**src/hw/rtl/rlgbd_pkg.sv**
```systemverilog
// package: beat types, register indexes and the rounded scale-by-255 helper
`timescale 1ns / 1ps

package rlgbd_pkg;

  localparam int unsigned CHAN_W     = 8;
  localparam int unsigned CFG_ADDR_W = 2;
  localparam int unsigned PIPE_DEPTH = 3;

  localparam logic [CHAN_W-1:0] ROUND_HALF = 8'd127;
  localparam logic [CHAN_W-1:0] FULL_SCALE = 8'd255;

  // register indexes on the configuration port
  localparam logic [CFG_ADDR_W-1:0] CFG_RED_GAIN   = 2'd0;
  localparam logic [CFG_ADDR_W-1:0] CFG_GREEN_GAIN = 2'd1;
  localparam logic [CFG_ADDR_W-1:0] CFG_BLUE_GAIN  = 2'd2;

  typedef logic [CHAN_W-1:0] chan_t;

  typedef struct packed {
    chan_t red_in;
    chan_t green_in;
    chan_t blue_in;
    chan_t intensity;
  } in_item_t;

  typedef struct packed {
    chan_t red_duty;
    chan_t green_duty;
    chan_t blue_duty;
  } out_item_t;

  // one value per led channel
  typedef struct packed {
    chan_t r;
    chan_t g;
    chan_t b;
  } rgb_t;

  // what moves from one pipeline stage to the next
  typedef struct packed {
    logic  valid;
    rgb_t  ch;
    chan_t level;
  } stage_t;

  // (a*b + 127) / 255, division done as (x + (x >> 8) + 1) >> 8, exact for x < 65535
  function automatic chan_t mul_div255(input chan_t a, input chan_t b);
    logic [2*CHAN_W-1:0] prod;
    logic [2*CHAN_W:0]   x;
    logic [2*CHAN_W:0]   q;
    prod = {{CHAN_W{1'b0}}, a} * {{CHAN_W{1'b0}}, b};
    x    = {1'b0, prod} + {{(CHAN_W+1){1'b0}}, ROUND_HALF};
    q    = x + {{CHAN_W{1'b0}}, x[2*CHAN_W:CHAN_W]} + {{(2*CHAN_W){1'b0}}, 1'b1};
    return q[2*CHAN_W-1:CHAN_W];
  endfunction

endpackage

```
**src/hw/rtl/rlgbd_scale.sv**
```systemverilog
// one pipeline stage: three lanes of rounded multiply-and-divide-by-255
`timescale 1ns / 1ps

module rlgbd_scale
  import rlgbd_pkg::*;
(
  input  logic   clk,
  input  logic   rst_n,
  input  stage_t stg_i,
  input  rgb_t   mult_i,
  output stage_t stg_o
);

  stage_t stg_r;
  stage_t stg_nxt;

  always_comb begin
    stg_nxt.valid = stg_i.valid;
    stg_nxt.level = stg_i.level;
    stg_nxt.ch.r  = mul_div255(stg_i.ch.r, mult_i.r);
    stg_nxt.ch.g  = mul_div255(stg_i.ch.g, mult_i.g);
    stg_nxt.ch.b  = mul_div255(stg_i.ch.b, mult_i.b);
  end

  always_ff @(posedge clk) begin
    if (!rst_n) begin
      stg_r.valid <= 1'b0;
    end else begin
      stg_r.valid <= stg_nxt.valid;
    end
    stg_r.ch    <= stg_nxt.ch;
    stg_r.level <= stg_nxt.level;
  end

  assign stg_o = stg_r;

endmodule

```
**src/hw/rtl/rgb_led_gamma_balance_dim.sv**
```systemverilog
// top level: led gamma, white balance and dimming pipeline with gain registers
`timescale 1ns / 1ps

// Turns one sRGB colour and an intensity into three 8-bit LED PWM duty values.
// Per channel: gamma-2 linearization (c*c/255), white-balance gain (x*gain/255)
// and dimming (x*intensity/255), each division rounded to nearest.
// A colour beat is taken whenever start is high and busy is low; busy is high
// only during reset and up to the first clock edge after it, so a new colour
// can enter every cycle. Each multiply stage registers its result, and every
// accepted beat comes out once on out_data with out_valid high for one cycle.
// The receiver cannot hold results off, so it must take each beat as it comes.
// Gains reset to 255 (unity); cfg_we/cfg_addr/cfg_wdata write them, index 3 is
// ignored. The user must write them only while no beat is in flight (unenforced).

module rgb_led_gamma_balance_dim
  import rlgbd_pkg::*;
(
  input  logic                  clk,
  input  logic                  rst_n,
  // colour input
  input  logic                  start,
  output logic                  busy,
  input  in_item_t              in_data,
  // duty output, one cycle strobe
  output logic                  out_valid,
  output out_item_t             out_data,
  // gain registers
  input  logic                  cfg_we,
  input  logic [CFG_ADDR_W-1:0] cfg_addr,
  input  chan_t                 cfg_wdata
);

  logic   busy_r;
  rgb_t   gain_r;
  stage_t stg0;
  stage_t stg1;
  stage_t stg2;
  stage_t stg3;
  rgb_t   srgb;
  rgb_t   level_mult;

  // held busy through reset so no beat is taken while the pipeline clears
  always_ff @(posedge clk) begin
    if (!rst_n) begin
      busy_r <= 1'b1;
    end else begin
      busy_r <= 1'b0;
    end
  end

  assign busy = busy_r;

  // white-balance gain registers
  always_ff @(posedge clk) begin
    if (!rst_n) begin
      gain_r <= '{r: FULL_SCALE, g: FULL_SCALE, b: FULL_SCALE};
    end else if (cfg_we) begin
      case (cfg_addr)
        CFG_RED_GAIN:   gain_r.r <= cfg_wdata;
        CFG_GREEN_GAIN: gain_r.g <= cfg_wdata;
        CFG_BLUE_GAIN:  gain_r.b <= cfg_wdata;
        default: ;
      endcase
    end
  end

  // stage input: the colour, with intensity riding along for the last stage
  assign srgb       = '{r: in_data.red_in, g: in_data.green_in, b: in_data.blue_in};
  assign stg0.valid = start && !busy_r;
  assign stg0.ch    = srgb;
  assign stg0.level = in_data.intensity;

  // stage 1: gamma-2, each channel times itself
  rlgbd_scale u_gamma (
    .clk    (clk),
    .rst_n  (rst_n),
    .stg_i  (stg0),
    .mult_i (srgb),
    .stg_o  (stg1)
  );

  // stage 2: white balance; the user must write gains only while idle, the block does not enforce it
  rlgbd_scale u_balance (
    .clk    (clk),
    .rst_n  (rst_n),
    .stg_i  (stg1),
    .mult_i (gain_r),
    .stg_o  (stg2)
  );

  // stage 3: dimming by the intensity that traveled with the beat
  assign level_mult = '{r: stg2.level, g: stg2.level, b: stg2.level};

  rlgbd_scale u_dim (
    .clk    (clk),
    .rst_n  (rst_n),
    .stg_i  (stg2),
    .mult_i (level_mult),
    .stg_o  (stg3)
  );

  assign out_valid           = stg3.valid;
  assign out_data.red_duty   = stg3.ch.r;
  assign out_data.green_duty = stg3.ch.g;
  assign out_data.blue_duty  = stg3.ch.b;

endmodule

```
**config.mk**
```make
export PLATFORM = sky130hd
export DESIGN_NAME = rgb_led_gamma_balance_dim
export DESIGN_NICKNAME = d
export VERILOG_FILES = /design/src/hw/rtl/rlgbd_pkg.sv /design/src/hw/rtl/rlgbd_scale.sv /design/src/hw/rtl/rgb_led_gamma_balance_dim.sv
export SDC_FILE = /design/constraint.sdc
export NUM_CORES = 1
export LEC_CHECK = 0
export ABC_AREA = 1
export ABC_CLOCK_PERIOD_IN_PS = 6700
export BUFFER_PORTS_ARGS = -buffer_cell sky130_fd_sc_hd__buf_2
export CORE_ASPECT_RATIO = 0.6
export CORE_MARGIN = 4
export CORE_UTILIZATION = 39
export CTS_BUF_LIST = sky130_fd_sc_hd__clkbuf_2 sky130_fd_sc_hd__clkbuf_4 sky130_fd_sc_hd__clkbuf_8
export CTS_CLUSTER_DIAMETER = 30
export DETAILED_ROUTE_END_ITERATION = 8
export PLACE_DENSITY = 0.52
export SLEW_MARGIN = 20
export SYNTH_ARGS = -nofsm -noshare
export SYNTH_HDL_FRONTEND = slang
export SYNTH_SLANG_ARGS = --single-unit
```
**constraint.sdc**
```tcl
create_clock -name clk -period 6.7 [get_ports clk]
set_input_delay 0.335 -clock clk [delete_from_list [all_inputs] [get_ports clk]]
set_output_delay 0.335 -clock clk [all_outputs]
set_load 0.01 [all_outputs]
```
==> flow_summary.yaml, run 1 <==
clock_network:
  clk_path_buf_depth: 2
  post-cts-setup-buffer-count: 0
  hold_buffers: 14
  htreeDepth: 4
  cts_buffers: 17
  clk_pin_slew_ns: 0.08
  clk_latency_ns: 0.56
  root_buffer: "clkbuf_8"
  cts.sinks: 116
  ctsResizeCount: 0
  cts_tree: "built"
place:
  portBuffers: 71
  place_congestion: 0.8788
  dpl.hpwl_um: 56680
route:
  vias: 24400
  routed_wl_um: 65960
  viasPerCell: 4.546
  ant_nets: 0
  drt-initial-drc-count: 1599
  wl_per_cell_um: 12.29
  drc: 0
  first_pass_iters: 5
sta:
  rsz0062_at_grt: "false"
  slew_violations: 0
  relSlewSlack_pct: 40.11
  fmax_ghz: 0.1666
  worst_pin_slew_ns: 0.8972
  period_share_pct: 89.58
  fin_setup_tns_ns: 0
  hold_violations: 0
  period_needed_ns: 6.002
  clock_skew_ns: 0.01857
  setup_viol: 0
finish:
  seqCellArea_mm2: 0.002322
  layout-area-overhead-vs-synth_pct: 6.052
  final_cell_mix: "nand2_1 (1387), inv_1 (1195), ha_1 (374)"
  multiInputGateArea_mm2: 0.02160
  nFillCells: 7700
  final_common_cell: "nand2_1"
  layout-drive-gt1-share_pct: 4.121
  fin_nets: 5138
logic_synthesis:
  ys_seq_elements: 116
  yosys_warnings: 0
  synth_cells: 4381
  synth_area_per_cell_um2: 6.588
  synth.distinct_cells: 40
  syn_area_mm2: 0.02886
  synth-seq-area-share_pct: 8.046
  syn_nets: 5140
min_path:
  hold_class: "input port to flop"
floorplan:
  die_w_um: 359.2
  placementRows: 76
  core_area_mm2: 0.07255
  io_pins: 72
  die-area_mm2: 0.07857
  dieHeight_um: 218.7
  initial_core_util_pct: 39.78
global_route:
  grt_pass1_wl_um: 114900
  grt_pass1_vias: 23050
  gr-total-overflow: 0
  grt.total_usage_pct: 17.60
  antenna_found_initial: 1
  grt_max_degree: 29
critical_path:
  path_common_cell: "nand2_1"
  worstPathRequired_ns: 7.16
  path_max_fanout: 20
  max_stage_delay_ns: 0.91
  crit_arrival_ns: 6.47
  startpoint_type: "flop"
  cp_slowest_cell: "dfxtp_1"
  cp-end-kind: "flop"
  critPathKind: "flop to flop"
status:
  outcome: "finished, final reports clean"
run:
  maxCapViolCount: 0
state kept, by name (all words and copies together), names as in the netlist:
name / count
u_balance.stg_o: 33
u_gamma.stg_o: 33
u_dim.stg_o: 25
gain_r: 24
busy: 1
cell usage after synthesis (all sizes together):
| library cell | count | area [µm²] |
|---|---|---|
| a211oi | 1 | 7.510 |
| a21o | 5 | 37.54 |
| a21oi | 129 | 656.9 |
| a31o | 3 | 26.28 |
| a31oi | 7 | 43.79 |
| and2 | 2 | 12.51 |
| buf | 26 | 98.84 |
| clkbuf | 91 | 351.6 |
| dfxtp | 116 | 2322 |
| fa | 339 | 6787 |
| ha | 374 | 4679 |
| inv | 1195 | 4486 |
| nand2 | 1411 | 5376 |
| nand3 | 289 | 1481 |
| nand3b | 10 | 75.07 |
| nand4 | 71 | 450.4 |
| nor2 | 156 | 598.1 |
| nor3 | 16 | 100.1 |
| nor3b | 1 | 7.510 |
| o211ai | 1 | 7.510 |
| o21ai | 30 | 150.2 |
| o21bai | 5 | 37.54 |
| o22ai | 1 | 6.260 |
| or2 | 4 | 25.02 |
| xnor2 | 31 | 294.0 |
| xor2 | 67 | 744.5 |
layout make-up:
cell class / count / share of cell area, %
clock buffers: 18 / 0.7889
multi-input cells: 2953 / 70.58
well taps: 975 / 3.985
diodes: 1 / 0.008175
clock inverters: 14 / 0.5069
repair buffers: 96 / 1.888
flip-flops and latches: 116 / 7.587
inverters: 1195 / 14.65
stage by stage:
stage	setup slack (ns)	instance area, µm²	hold WS (ns)	std cells	util (%)
after floorplan	1.535	28860	0.3096	4381	-
after global placement	0.9268	30070	0.3111	5321	41.44
after detailed placement	0.7819	30070	0.3121	5321	41.44
after CTS	0.7582	30610	0.001054	5367	42.18
after global routing	0.2070	30610	0.04706	5368	42.19
final	0.6983	30610	0.08048	5368	42.19
path summary, 6_finish.rpt:
kind         cells after the start  slack, ns                  to               start
min reg2reg                      0       0.33  u_balance.stg_o[7]    u_gamma.stg_o[7]
max reg2reg                     30       0.70     u_dim.stg_o[15]  u_balance.stg_o[0]
min                              3       0.08           gain_r[4]        cfg_wdata[4]
max                             30       0.70     u_dim.stg_o[15]  u_balance.stg_o[0]
kinds of logic after synthesis:
group	after synthesis	share of synthesized area (%)
compound gates	182	3.373
simple gates	1960	28.16
xor+xnor	98	3.598
buf+inv	1312	17.10
flops	116	8.046
fa+ha+maj	713	39.73
critical path: cells and delay by family (launching register included):
family,cells,cell delay (ns)
simple gates,17,1.58
compound gates,1,0.26
buf+inv,6,0.34
fa+ha+maj,6,2.83
flops,1,0.91
routing by layer:
| layer | GRT usage [%] | wire length (µm) | share of wire, % |
|---|---|---|---|
| met1 | 29.31 | 38530 | 58 |
| met3 | 2.982 | 3573 | 5.4 |
| met4 | 2.679 | 527 | 0.80 |
| met2 | 23.26 | 23330 | 35 |
| met5 | 0 | 0 | 0 |
Power of run 1 is left out: the tool's default activity adds up to more than one toggle a clock period on the data nets, which glitch-free logic cannot reach.
==> inputs of run 2 (changes only) <==
--- a/config.mk
+++ b/config.mk
@@ -8,13 +8,15 @@
 export ABC_AREA = 1
 export ABC_CLOCK_PERIOD_IN_PS = 6700
 export BUFFER_PORTS_ARGS = -buffer_cell sky130_fd_sc_hd__buf_2
-export CORE_ASPECT_RATIO = 0.6
+export CORE_ASPECT_RATIO = 0.75
 export CORE_MARGIN = 4
 export CORE_UTILIZATION = 39
 export CTS_BUF_LIST = sky130_fd_sc_hd__clkbuf_2 sky130_fd_sc_hd__clkbuf_4 sky130_fd_sc_hd__clkbuf_8
 export CTS_CLUSTER_DIAMETER = 30
 export DETAILED_ROUTE_END_ITERATION = 8
+export GPL_ROUTABILITY_DRIVEN = 0
 export PLACE_DENSITY = 0.52
+export RECOVER_POWER = 25
 export SLEW_MARGIN = 20
 export SYNTH_ARGS = -nofsm -noshare
 export SYNTH_HDL_FRONTEND = slang
==> flow_summary.yaml, run 2 (synthesis results as in run 1) <==
status:
  outcome: "finished, final reports clean"
global_route:
  grt_pass1_wl_um: 113800
  antenna_found_initial: 1
  grt_max_degree: 29
  gr-total-overflow: 0
  grt.total_usage_pct: 17.33
  grt_pass1_vias: 23350
route:
  drt-initial-drc-count: 1297
  viasPerCell: 4.528
  routed_wl_um: 64310
  first_pass_iters: 7
  vias: 24250
  ant_nets: 0
  wl_per_cell_um: 12.00
  drc: 0
critical_path:
  worst-path-buf-inv: 6
  cp_top_family: "adder cells"
  path_common_cell: "nand2_1"
  regToRegSetupSlack_ns: 0.86
  max_stage_delay_ns: 0.77
  crit_arrival_ns: 6.26
  worstPathRequired_ns: 7.13
  cp_slowest_cell: "dfxtp_1"
  critPathKind: "flop to flop"
  cp-end-kind: "flop"
  path_max_fanout: 14
  startpoint_type: "flop"
sta:
  slew_violations: 0
  hold_violations: 0
  relSlewSlack_pct: 13.50
  period_share_pct: 87.11
  rsz0062_at_grt: "false"
  worst_pin_slew_ns: 1.298
  setup_viol: 0
  fmax_ghz: 0.1713
  clock_skew_ns: 0.02440
  period_needed_ns: 5.837
  fin_setup_tns_ns: 0
  fin_ws_ns: 0.8635
floorplan:
  core_area_mm2: 0.07339
  die-area_mm2: 0.07847
  initial_core_util_pct: 39.33
  io_pins: 72
  placementRows: 86
  dieHeight_um: 243.6
  die_w_um: 322.1
finish:
  layout-drive-gt1-share_pct: 4.102
  final_cell_mix: "nand2_1 (1387), inv_1 (1195), ha_1 (374)"
  fin_cells: 5357
  fin_nets: 5134
  final_cell_area_mm2: 0.03057
  final_common_cell: "nand2_1"
  layout-area-overhead-vs-synth_pct: 5.922
place:
  preCtsSetupSlack_ns: 0.9208
  dp_cells: 5315
  portBuffers: 71
  dpl_cell_area_mm2: 0.03007
  dpl.hpwl_um: 54830
clock_network:
  cts_buffers: 17
  htreeDepth: 4
  clk_latency_ns: 0.55
  cts_tree: "built"
  cts.sinks: 116
  clk_pin_slew_ns: 0.09
  root_buffer: "clkbuf_8"
  clk_path_buf_depth: 2
min_path:
  hold_class: "input port to flop"
run:
  maxCapViolCount: 0
run 2: per-stage QoR:
stage / hold slack [ns] / util, %
finish: 0.07979 / 41.66
CTS: 0.02198 / 41.66
global placement: 0.3129 / 40.97
floorplan: 0.3096 / -
detailed placement: 0.3150 / 40.97
global route: 0.04267 / 41.66
run 2: tightest hold or removal path, cell delays in order:
cell	delay, ns
buf_2	0.13
nand2_1	0.06
nand3_1	0.06
run 2: final timing paths:
check / startpoint / to / cells after the start
max: u_balance.stg_o[0] / u_dim.stg_o[15] / 30
min: cfg_wdata[4] / gain_r[4] / 3
max reg2reg: u_balance.stg_o[0] / u_dim.stg_o[15] / 30
min reg2reg: u_gamma.stg_o[4] / u_balance.stg_o[4] / 0
run 2: final cells by class:
| type | instances | area, µm² |
|---|---|---|
| tap | 968 | 1211 |
| multi-input combinational | 2953 | 21600 |
| antenna | 1 | 2.502 |
| clock buffer | 19 | 255.2 |
| inverter | 1195 | 4486 |
| timing repair buffer | 92 | 533.0 |
| sequential | 116 | 2322 |
| clock inverter | 13 | 157.7 |
| fill | 8013 | 42810 |
run 2: routing by layer:
layer	up-vias	GRT usage, %	wire length [µm]
li1	12930	-	-
met1	10990	27.22	35980
met5	-	0	0
met4	0	2.776	483
met3	25	2.317	2018
met2	313	25.47	25830
run 2: repair_timing:
action	CTS	global route
hold buffers	9	0
gates resized for setup	0	0
setup endpoints to repair	0	0
hold endpoints to repair	9	0
setup buffers	0	0
Power of run 2 is left out for the same reason.
